--- config.mk ---
export PLATFORM = sky130hd
export DESIGN_NAME = status_led_pattern_sequencer
export DESIGN_NICKNAME = d
export VERILOG_FILES = /design/src/design/slps_pkg.sv /design/src/design/status_led_pattern_sequencer.sv /design/src/design/slps_update.sv
export SDC_FILE = /design/constraint.sdc
export NUM_CORES = 1
export LEC_CHECK = 0
export BUFFER_PORTS_ARGS = -buffer_cell sky130_fd_sc_hd__buf_2
export CAP_MARGIN = 30
export CORE_MARGIN = 2
export CORE_UTILIZATION = 50
export CTS_CLUSTER_DIAMETER = 30
export DETAILED_ROUTE_END_ITERATION = 8
export PLACE_DENSITY = 0.76
export SLEW_MARGIN = 5
export SYNTH_ARGS = -nofsm -noshare
export SYNTH_HDL_FRONTEND = slang
export SYNTH_HIERARCHICAL = 1
export SYNTH_SLANG_ARGS = --single-unit
--- constraint.sdc ---
create_clock -name clk -period 13.35 [get_ports clk]
set_input_delay 2.0025 -clock clk [delete_from_list [all_inputs] [get_ports clk]]
set_output_delay 2.0025 -clock clk [all_outputs]
set_load 0.01 [all_outputs]
--- src/design/slps_pkg.sv ---
// Shared types, codes and blink pattern tables for the status LED pattern sequencer.
package slps_pkg;

	localparam int CFG_IDX_W = 8;

	// Configuration register indexes.
	localparam logic [CFG_IDX_W-1:0] CFG_BOOT_STEP_MS = 8'd0;
	localparam logic [CFG_IDX_W-1:0] CFG_BOOT_ROUNDS  = 8'd1;

	// Reset values of the configuration registers.
	localparam logic [15:0] BOOT_STEP_MS_RST = 16'd200;
	localparam logic [1:0]  BOOT_ROUNDS_RST  = 2'd2;

	// LED modes.
	localparam logic [2:0] MODE_BOOT   = 3'd0;
	localparam logic [2:0] MODE_CRIT   = 3'd1;
	localparam logic [2:0] MODE_LIGHT  = 3'd2;
	localparam logic [2:0] MODE_TEMP   = 3'd3;
	localparam logic [2:0] MODE_MQTT   = 3'd4;
	localparam logic [2:0] MODE_WIFI   = 3'd5;
	localparam logic [2:0] MODE_NORMAL = 3'd6;

	// Colour codes.
	localparam logic [1:0] COL_OFF   = 2'd0;
	localparam logic [1:0] COL_RED   = 2'd1;
	localparam logic [1:0] COL_GREEN = 2'd2;
	localparam logic [1:0] COL_BLUE  = 2'd3;

	localparam logic [7:0] LED_FULL = 8'd255;

	typedef struct packed {
		logic [31:0] now_ms;
		logic        wifi_ok;
		logic        mqtt_ok;
		logic        light_alarm;
		logic        fan_on;
	} slps_in_t;

	typedef struct packed {
		logic       led_write;
		logic [7:0] red;
		logic [7:0] green;
		logic [7:0] blue;
		logic [2:0] led_mode;
	} slps_out_t;

	typedef struct packed {
		logic [15:0] boot_step_ms;
		logic [1:0]  boot_rounds;
	} slps_cfg_t;

	// Number of steps in the pattern of a mode.
	function automatic logic [3:0] pat_len(input logic [2:0] mode);
		logic [3:0] len;
		case (mode)
			MODE_CRIT:   len = 4'd12;
			MODE_LIGHT:  len = 4'd6;
			MODE_TEMP:   len = 4'd4;
			MODE_MQTT:   len = 4'd5;
			MODE_WIFI:   len = 4'd3;
			MODE_NORMAL: len = 4'd6;
			default:     len = 4'd1;
		endcase
		return len;
	endfunction

	// Colour shown at one step of a pattern.
	function automatic logic [1:0] pat_col(input logic [2:0] mode, input logic [3:0] step);
		logic [1:0] col;
		col = COL_OFF;
		case (mode)
			MODE_CRIT: begin
				case (step)
					4'd0, 4'd2: col = COL_RED;
					4'd4, 4'd6: col = COL_GREEN;
					4'd8, 4'd10: col = COL_BLUE;
					default: col = COL_OFF;
				endcase
			end
			MODE_LIGHT: begin
				case (step)
					4'd0: col = COL_RED;
					4'd2: col = COL_GREEN;
					4'd4: col = COL_BLUE;
					default: col = COL_OFF;
				endcase
			end
			MODE_TEMP: begin
				case (step)
					4'd0: col = COL_RED;
					4'd1: col = COL_GREEN;
					4'd2: col = COL_BLUE;
					default: col = COL_OFF;
				endcase
			end
			MODE_MQTT: begin
				case (step)
					4'd0: col = COL_RED;
					4'd1: col = COL_GREEN;
					4'd3: col = COL_BLUE;
					default: col = COL_OFF;
				endcase
			end
			MODE_WIFI: begin
				case (step)
					4'd0: col = COL_RED;
					4'd1: col = COL_GREEN;
					default: col = COL_OFF;
				endcase
			end
			MODE_NORMAL: begin
				case (step)
					4'd1: col = COL_RED;
					4'd2: col = COL_GREEN;
					4'd3: col = COL_BLUE;
					default: col = COL_OFF;
				endcase
			end
			default: col = COL_OFF;
		endcase
		return col;
	endfunction

	// Duration in ms of one step of a pattern.
	function automatic logic [10:0] pat_dur(input logic [2:0] mode, input logic [3:0] step);
		logic [10:0] dur;
		dur = 11'd0;
		case (mode)
			MODE_CRIT: begin
				if (step == 4'd11) begin
					dur = 11'd350;
				end else if (step[0]) begin
					dur = 11'd50;
				end else begin
					dur = 11'd100;
				end
			end
			MODE_LIGHT: dur = step[0] ? 11'd200 : 11'd300;
			MODE_TEMP: dur = (step == 4'd3) ? 11'd700 : 11'd500;
			MODE_MQTT: dur = 11'd500;
			MODE_WIFI: dur = (step == 4'd2) ? 11'd500 : 11'd200;
			MODE_NORMAL: begin
				case (step)
					4'd0: dur = 11'd0;
					4'd5: dur = 11'd200;
					default: dur = 11'd1000;
				endcase
			end
			default: dur = 11'd0;
		endcase
		return dur;
	endfunction

	// Drive one channel at full intensity for a colour code; COL_OFF drives none.
	function automatic logic [23:0] col_rgb(input logic [1:0] col);
		logic [23:0] rgb;
		rgb = 24'd0;
		case (col)
			COL_RED:   rgb = {LED_FULL, 8'd0, 8'd0};
			COL_GREEN: rgb = {8'd0, LED_FULL, 8'd0};
			COL_BLUE:  rgb = {8'd0, 8'd0, LED_FULL};
			default:   rgb = 24'd0;
		endcase
		return rgb;
	endfunction

endpackage

--- src/design/status_led_pattern_sequencer.sv ---
// Top level of the status LED pattern sequencer: input register, configuration and result register.
// Each input beat is one update carrying a millisecond timestamp and four status flags, and it
// produces exactly one result beat with the write strobe, the RGB colour and the mode after the
// update. A new beat can be accepted in every cycle while the output is not stalled; the result
// beat is registered in the input register and then in the result register, where it is presented.
// The rate is set by the update of the sequencer state (mode, pattern step, step start time and
// boot progress), which each beat reads and rewrites before the next one.
// Configuration writes are always accepted and must be made while no update is in flight.
module status_led_pattern_sequencer import slps_pkg::*; (
	input  logic                 clk,
	input  logic                 arst_n,
	input  logic                 in_valid,
	output logic                 in_ready,
	input  slps_in_t             in_data,
	output logic                 out_valid,
	input  logic                 out_ready,
	output slps_out_t            out_data,
	input  logic                 cfg_valid,
	output logic                 cfg_ready,
	input  logic [CFG_IDX_W-1:0] cfg_index,
	input  logic [15:0]          cfg_data
);

	slps_cfg_t cfg_q;
	slps_in_t  item_s1;
	logic      valid_s1;
	logic      advance;
	slps_out_t result;

	assign cfg_ready = 1'b1;

	always_ff @(posedge clk or negedge arst_n) begin
		if (!arst_n) begin
			cfg_q.boot_step_ms <= BOOT_STEP_MS_RST;
			cfg_q.boot_rounds  <= BOOT_ROUNDS_RST;
		end else if (cfg_valid) begin
			case (cfg_index)
				CFG_BOOT_STEP_MS: cfg_q.boot_step_ms <= cfg_data;
				CFG_BOOT_ROUNDS:  cfg_q.boot_rounds  <= cfg_data[1:0];
				default: ;
			endcase
		end
	end

	// The update fires when a beat is held in the input register and the result register is free or is being emptied.
	assign advance  = valid_s1 && (!out_valid || out_ready);
	assign in_ready = !valid_s1 || advance;

	always_ff @(posedge clk or negedge arst_n) begin
		if (!arst_n) begin
			valid_s1 <= 1'b0;
		end else if (in_ready) begin
			valid_s1 <= in_valid;
		end
	end

	always_ff @(posedge clk) begin
		if (in_valid && in_ready) begin
			item_s1 <= in_data;
		end
	end

	slps_update u_update (
		.clk    (clk),
		.arst_n (arst_n),
		.en     (advance),
		.item   (item_s1),
		.cfg    (cfg_q),
		.result (result)
	);

	always_ff @(posedge clk or negedge arst_n) begin
		if (!arst_n) begin
			out_valid <= 1'b0;
		end else if (advance) begin
			out_valid <= 1'b1;
		end else if (out_ready) begin
			out_valid <= 1'b0;
		end
	end

	always_ff @(posedge clk) begin
		if (advance) begin
			out_data <= result;
		end
	end

endmodule

--- src/design/slps_update.sv ---
// Sequencer state and the update logic for one timestamped status beat.
module slps_update import slps_pkg::*; (
	input  logic      clk,
	input  logic      arst_n,
	input  logic      en,
	input  slps_in_t  item,
	input  slps_cfg_t cfg,
	output slps_out_t result
);

	logic [2:0]  mode_q;
	logic [3:0]  step_q;
	logic [31:0] start_q;
	logic [1:0]  phase_q;
	logic [1:0]  count_q;

	logic [2:0]  mode_d;
	logic [3:0]  step_d;
	logic [31:0] start_d;
	logic [1:0]  phase_d;
	logic [1:0]  count_d;

	logic [31:0] elapsed;
	logic [2:0]  new_mode;
	logic [3:0]  len;
	logic [3:0]  step_cur;
	logic [3:0]  step_inc;
	logic [1:0]  col;
	logic [23:0] rgb;

	assign elapsed = item.now_ms - start_q;

	// Fixed priority after boot.
	always_comb begin
		if (item.light_alarm && item.fan_on) begin
			new_mode = MODE_CRIT;
		end else if (item.light_alarm) begin
			new_mode = MODE_LIGHT;
		end else if (item.fan_on) begin
			new_mode = MODE_TEMP;
		end else if (!item.mqtt_ok) begin
			new_mode = MODE_MQTT;
		end else if (!item.wifi_ok) begin
			new_mode = MODE_WIFI;
		end else begin
			new_mode = MODE_NORMAL;
		end
	end

	assign len = pat_len(new_mode);

	always_comb begin
		mode_d  = mode_q;
		step_d  = step_q;
		start_d = start_q;
		phase_d = phase_q;
		count_d = count_q;
		result  = '0;
		step_cur = 4'd0;
		step_inc = 4'd0;
		col = COL_OFF;
		rgb = 24'd0;

		if (mode_q == MODE_BOOT) begin
			if (elapsed > {16'd0, cfg.boot_step_ms}) begin
				start_d = item.now_ms;
				phase_d = (phase_q >= 2'd2) ? 2'd0 : phase_q + 2'd1;
				// Each return to the first colour completes a round.
				if (phase_d == 2'd0) begin
					count_d = count_q + 2'd1;
				end
				result.led_write = 1'b1;
				if (count_d >= cfg.boot_rounds) begin
					mode_d = MODE_NORMAL;
				end else begin
					rgb = col_rgb(phase_d + 2'd1);
					{result.red, result.green, result.blue} = rgb;
				end
			end
		end else begin
			if (new_mode != mode_q) begin
				// A new mode restarts its pattern from now, so no step can be due.
				mode_d   = new_mode;
				start_d  = item.now_ms;
				step_cur = 4'd0;
			end else begin
				step_cur = (step_q >= len) ? 4'd0 : step_q;
				if (elapsed > {21'd0, pat_dur(new_mode, step_cur)}) begin
					start_d  = item.now_ms;
					step_inc = step_cur + 4'd1;
					if (step_inc >= len) begin
						step_cur = (new_mode == MODE_NORMAL) ? 4'd1 : 4'd0;
					end else begin
						step_cur = step_inc;
					end
				end
			end
			step_d = step_cur;
			col = pat_col(new_mode, step_cur);
			rgb = col_rgb(col);
			result.led_write = 1'b1;
			{result.red, result.green, result.blue} = rgb;
		end
		result.led_mode = mode_d;
	end

	always_ff @(posedge clk or negedge arst_n) begin
		if (!arst_n) begin
			mode_q  <= MODE_BOOT;
			step_q  <= 4'd0;
			start_q <= 32'd0;
			phase_q <= 2'd0;
			count_q <= 2'd0;
		end else if (en) begin
			mode_q  <= mode_d;
			step_q  <= step_d;
			start_q <= start_d;
			phase_q <= phase_d;
			count_q <= count_d;
		end
	end

endmodule
-- Yosys cells after proc, flatten, opt, wreduce, memory -nomap -nowiden
Index checks and enable logic that the tools add are counted.
- add/subtract/negate cells: 5
- div/mod/pow operators: 0
- multiplexer cells: 48
- shift-type cells: 0
- bitwise operators: 1
- reduce and logical (&&, ||, !) cells: 23
- eq/ne operators: 26
- magnitude comparators: 6
- multipliers: 0
- operators with widths (kind ; count):
    $pmux W24 S3 ; 2
    $mux W32 ; 4
    $pmux W11 S6 ; 1
    $mux W24 ; 2
    $mux W11 ; 3
    $gt A32 B11 Y1 ; 1
    $gt A32 B16 Y1 ; 1
    $sub A32 B32 Y32 ; 1
    $pmux W2 S3 ; 5
    $mux W25 ; 1
    $mux W3 ; 8
    $mux W4 ; 5
    $pmux W10 S2 ; 1
    $pmux W4 S5 ; 1
    $mux W9 ; 2
    $eq A4 B2 Y1 const B ; 4
    $eq A4 B3 Y1 const B ; 3
    $eq A4 B4 Y1 const B ; 3
    $mux W2 ; 6
    $pmux W2 S6 ; 1
    $mux W10 ; 1
    $eq A3 B3 Y1 const B ; 3
    $eq A2 B2 Y1 const B ; 4
    $eq A8 B1 Y1 const B ; 1
    other kinds (27) ; 45
- RAM bits: 0
- memories: 0
- ROM bits: 0
- bits in latches: 0
- logic and storage cells: 128
- output and inout bits: 31
- bits of input ports: 65
- bits in registers: 127

-- Depth between registers and ports, before layout
- depth after elaboration: 27
- gate-level depth with buffers: 31
- gate-level depth less buffers: 27

-- Modules after synthesis
The synthesis kept the hierarchy.
- modules (own cells, without submodules) (module ; cells an instance ; instances ; area an instance (µm²) ; sequential area each (µm²)):
    slps_update ; 707 ; 1 ; 5903.2 ; 1076.0
    status_led_pattern_sequencer ; 116 ; 1 ; 2738.9 ; 2427.3

-- Least setup slack after synthesis
No wires, ideal clock.
- path kind: register to register
- start point: register item_s1[1] in the netlist's numbering
- end point: register out_data[10] in the netlist's numbering (data pin)
- cell stages (with the launch flop): 30
- data required time: 13.099 ns
- setup time: 0.251 ns
- slack: 6.788 ns
- data arrival time: 6.311 ns
- path buffers: 4
- clock period less this slack: 6.562 ns
- path through: edfxtp_1 clkbuf_1 or2_2 a21oi_1 ha_1 nand2b_1 a21o_1 a21o_1 a21oi_1 and2_1 clkbuf_1 inv_1 ha_1 a21oi_1 o21a_1 a21oi_1 and3b_1 ha_1 nand4_1 o32a_1 a22oi_1 nor4b_1 and3_1 and4_4 buf_4 mux2_2 o22ai_1 o211ai_2 o2bb2ai_1 buf_4
- RTL lines (item ; RTL line ; source):
    from (decl) ; status_led_pattern_sequencer.sv:25 ; slps_in_t item_s1;
    from (signal assigned) ; status_led_pattern_sequencer.sv:59 ; item_s1 <= in_data;
    to (signal assigned) ; status_led_pattern_sequencer.sv:84 ; out_data <= result;
    to (decl) ; status_led_pattern_sequencer.sv:17 ; output slps_out_t out_data,

-- Worst setup path after layout
- start point: register item_s1[1] in the netlist's numbering
- end point: register out_data[6] in the netlist's numbering (data pin)
- word-level cells in the longest chain between the ends: 24
- elaborated cells between the ends (all ways): 60
- classes of those cells: 1 x add/sub; 3 x order compare; 21 x eq/ne; 28 x mux; 7 x reduce/logical
- ends and longest elaborated chain (item ; RTL line ; source):
    $mux W3 or $logic_and A1 B1 Y1 (tied branches) ; slps_update.sv:37, slps_update.sv:35 ;
    $mux W3 * ; slps_update.sv:35 ; if (item.light_alarm && item.fan_on) begin
    $eq A3 B2 Y1 or $eq A3 B3 Y1 (tied branches) ; slps_pkg.sv:55, slps_pkg.sv:71, slps_pkg.sv:128 ;
    $reduce_or A2 Y1 (no line) ; n/a ;
    $pmux W4 S5 ; slps_pkg.sv:55 ; case (mode)
    $ge A4 B4 Y1 ; slps_update.sv:87 ; step_cur = (step_q >= len) ? 4'd0 : step_q;
    $mux W4 ; slps_update.sv:87 ;
    $eq A4 B3 Y1 (tied with other cells) ; slps_pkg.sv:143 ; case (step)
    (+8 left out) ; n/a ;
    $eq A4 B4 Y1 (tied with other cells) ; slps_pkg.sv:73 ; case (step)
    $reduce_or A2 Y1 ; slps_pkg.sv:73 ;
    $pmux W2 S3 ; slps_pkg.sv:73 ;
    $pmux W2 S6 * ; slps_pkg.sv:71 ; case (mode)
    $mux W2 * ; slps_update.sv:64 ; if (mode_q == MODE_BOOT) begin
    $eq A2 B2 Y1 or $eq A2 B1 Y1 (tied branches) ; slps_pkg.sv:158 ; case (col)
    $pmux W24 S3 * ; slps_pkg.sv:158 ;
    $mux W24 * ; slps_update.sv:64 ;
Mark *: on every way between the ends. The rest lies on a longest branch, timed or not. The select of a mux whose other input is x is not followed.
A chain may end at the register's enable or synchronous reset.

==> metrics.yaml <==
area_growth_syn_to_layout_pct: 13.0
antenna_cells: 0
start_util: 0.505
die_x_um: 135
syn-instance-count: 823
post-place-ws_ps: 5690
worstPathRequired_ps: 13470
cts.sinks: 127
finalInstanceArea_mm2: 0.00977
slew_headroom: 0.443
nNetsFinal: 1033
setup_violations: 0
cp_slowest_stage_delay_ps: 620
cts_hold_buf: 0
tightestPinTransition_ps: 835
netlist_area_mm2: 0.00864
clock_skew_ps: 9.47
clk_latency_ps: 420
cts_buffer_depth: 2
p_leak_nw: 4.30
yosysWarnings: 6
drt-vias-per-instance: 5.73
hold_slack_ps: 481
grt_max_degree: 64
startpoint_type: "register"
path_max_fanout: 17
rsz0062_at_grt: "false"
drive_gt1_frac: 0.235
ys_seq_area_frac: 0.405
synth_ff_type: "edfxtp_1"
dieArea_mm2: 0.0184
coreArea_mm2: 0.0171
status: "completed"
firstDrtPassIters: 6
cts_setup_buffers: 0
numPortBuffers: 94
report.final.slew_viol_count: 0
antenna_left: 0
setup_slack_ps: 5600
fp.dieH_um: 135
multi_input_area_mm2: 0.00458
critPathMostFrequentCell: "a21oi_1"
synth_area_leaders: "edfxtp_1 (22%), dfrtp_1 (17%), ha_1 (10%), mux2_4 (5.2%), mux2_2 (3.4%)"
dpl_cell_area_mm2: 0.00910
synth.ff_latch_count: 127
place_inst: 1102
grt_pass1_vias: 6155
vias: 6506
synth-edff-count: 64
clk_pin_slew_worst_paths_ps: 60
synth.largest_area_cell: "edfxtp_1"
finalSetupTns_ps: 0
grt_pass1_wl_mm: 30.1
hold_viol: 0
ys_top_cells_by_count: "ha_1 (70), inv_1 (66), edfxtp_1 (64)"
synth_top_area_frac: 0.222
powerDensity_mw_per_mm2: 182
cpMaxStageDelayCell: "edfxtp_1"
holdCritPathClass: "register to register"
rows: 48
fin_crit_sh: 0.580
crit_arrival_ps: 7870
nFillCells: 1450
async_flop_share: 0.496
dp_hpwl_mm: 13.6
gr-total-overflow: 0
cts_resized: 0
max_cap_violations: 0
place_congestion: 0.928
drt_iter0_drc: 552
numCtsBuffers: 17
syn_nets: 959
antenna_found_initial: 0
peakVddDrop_mv: 0.0965
fin_cells: 1135
root_buffer: "clkbuf_16"
grt_usage: 0.209
cts-htree-levels: 4
fmax_ghz: 0.129
yosysMostFrequentCell: "ha_1"
seqCellArea_mm2: 0.00350
crit_path_end_kind: "register"
drt_wl_total_mm: 18.7
drc: 0
critPathKind: "register to register"
period_minus_slack_ps: 7750
drt-wirelength-per-cell_um: 16.4
synth.distinct_cells: 87
cts_tree: "built"
avgSynthCellArea_um2: 10.5
io_pins: 96
## area by class of cell
class                   instances  area share
flip-flops and latches        127       0.359
multi-input cells             587       0.469
repair buffers                 98      0.0533
inverters                      66      0.0254
well taps                     225      0.0288
clock inverters                15      0.0214
clock buffers                  17      0.0436
## per-stage QoR
stage          utilization  power [mW]
3_5_place_dp         0.532        1.27
4_1_cts              0.569        1.78
3_3_place_gp         0.532        1.26
5_1_grt              0.571        1.90
2_1_floorplan            -        1.13
6_report             0.571        1.78
## flip-flops by register name, indices dropped and copies added (netlist names), 2 cells and up
signal,flops
out_data,28
u_update/count_q,2
cfg_q,18
u_update/mode_q,3
item_s1,36
u_update/step_q,4
u_update/start_q,32
u_update/phase_q,2
## path summary, 6_finish.rpt
kind,end,cells after the start,slack [ps],start
worst max register to register,out_data[6],26,5600,item_s1[1]
min in group asynchronous,u_update/start_q[23],2,1750,arst_n
worst min register to register,out_valid,1,480,valid_s1
worst max-delay path,out_data[6],26,5600,item_s1[1]
max in group asynchronous,u_update/step_q[2],2,11020,arst_n
worst min-delay path,out_valid,1,480,valid_s1
## metal layers
layer | up-vias | wire (um) | track usage | part of all wire
li1 | 3156 | - | - | -
met1 | 3122 | 8430 | 0.265 | 0.45
met2 | 208 | 9100 | 0.362 | 0.49
met3 | 20 | 893 | 0.0430 | 0.048
met4 | 0 | 234 | 0.0602 | 0.013
met5 | - | 0 | 0 | 0
## report_power, final
part	switching [mW]	internal [mW]	total, mW
Sequential	0.0380	0.482	0.520
Combinational	0.433	0.331	0.763
Clock	0.181	0.314	0.496
Total	0.652	1.13	1.78
## critical path: cells and delay by family, from the launching register on
| kind | cells | cell delay, ps |
|---|---|---|
| AOI/OAI and AO/OA | 12 | 2650 |
| adders and majority gates | 3 | 860 |
| buffers and inverters | 1 | 270 |
| DFF | 1 | 620 |
| muxes | 1 | 310 |
| and+or+nand+nor | 9 | 2730 |
## cell families (layout without fill, tap and decap cells)
group	Yosys count	count (layout)	synth area share
simple gates	220	220	0.137
xor+xnor	32	32	0.0324
flops	127	127	0.405
compound gates	196	196	0.157
mux	67	67	0.0987
buf+inv	109	196	0.0650
fa+ha+maj	71	71	0.104
other cells	1	1	0.000434
## cells in the final DEF, fill, tap and decap left out, types with 5 or more instances in the layout
cell type | Yosys | layout
edfxtp_1 | 64 | 64
xor2_1 | 10 | 10
o21a_1 | 9 | 9
o22ai_1 | 5 | 5
mux2_4 | 30 | 30
and2_1 | 13 | 12
buf_2 | 2 | 94
nand3_1 | 20 | 20
a31oi_1 | 11 | 11
a21oi_1 | 54 | 54
inv_1 | 66 | 66
a21o_1 | 18 | 18
a2111oi_0 | 5 | 5
nand2b_1 | 14 | 14
clkbuf_16 | 0 | 17
dfrtp_1 | 59 | 59
nor3_1 | 11 | 11
a22o_1 | 5 | 5
nand2_1 | 55 | 55
o21ai_0 | 28 | 28
nor2_1 | 39 | 39
mux2i_1 | 11 | 11
or3_1 | 6 | 6
and3_1 | 10 | 10
o211ai_1 | 9 | 9
ha_1 | 70 | 70
xnor2_1 | 22 | 22
mux2_2 | 26 | 26
nand4_1 | 13 | 13
No activity file was read; power rests on OpenSTA's default activity.
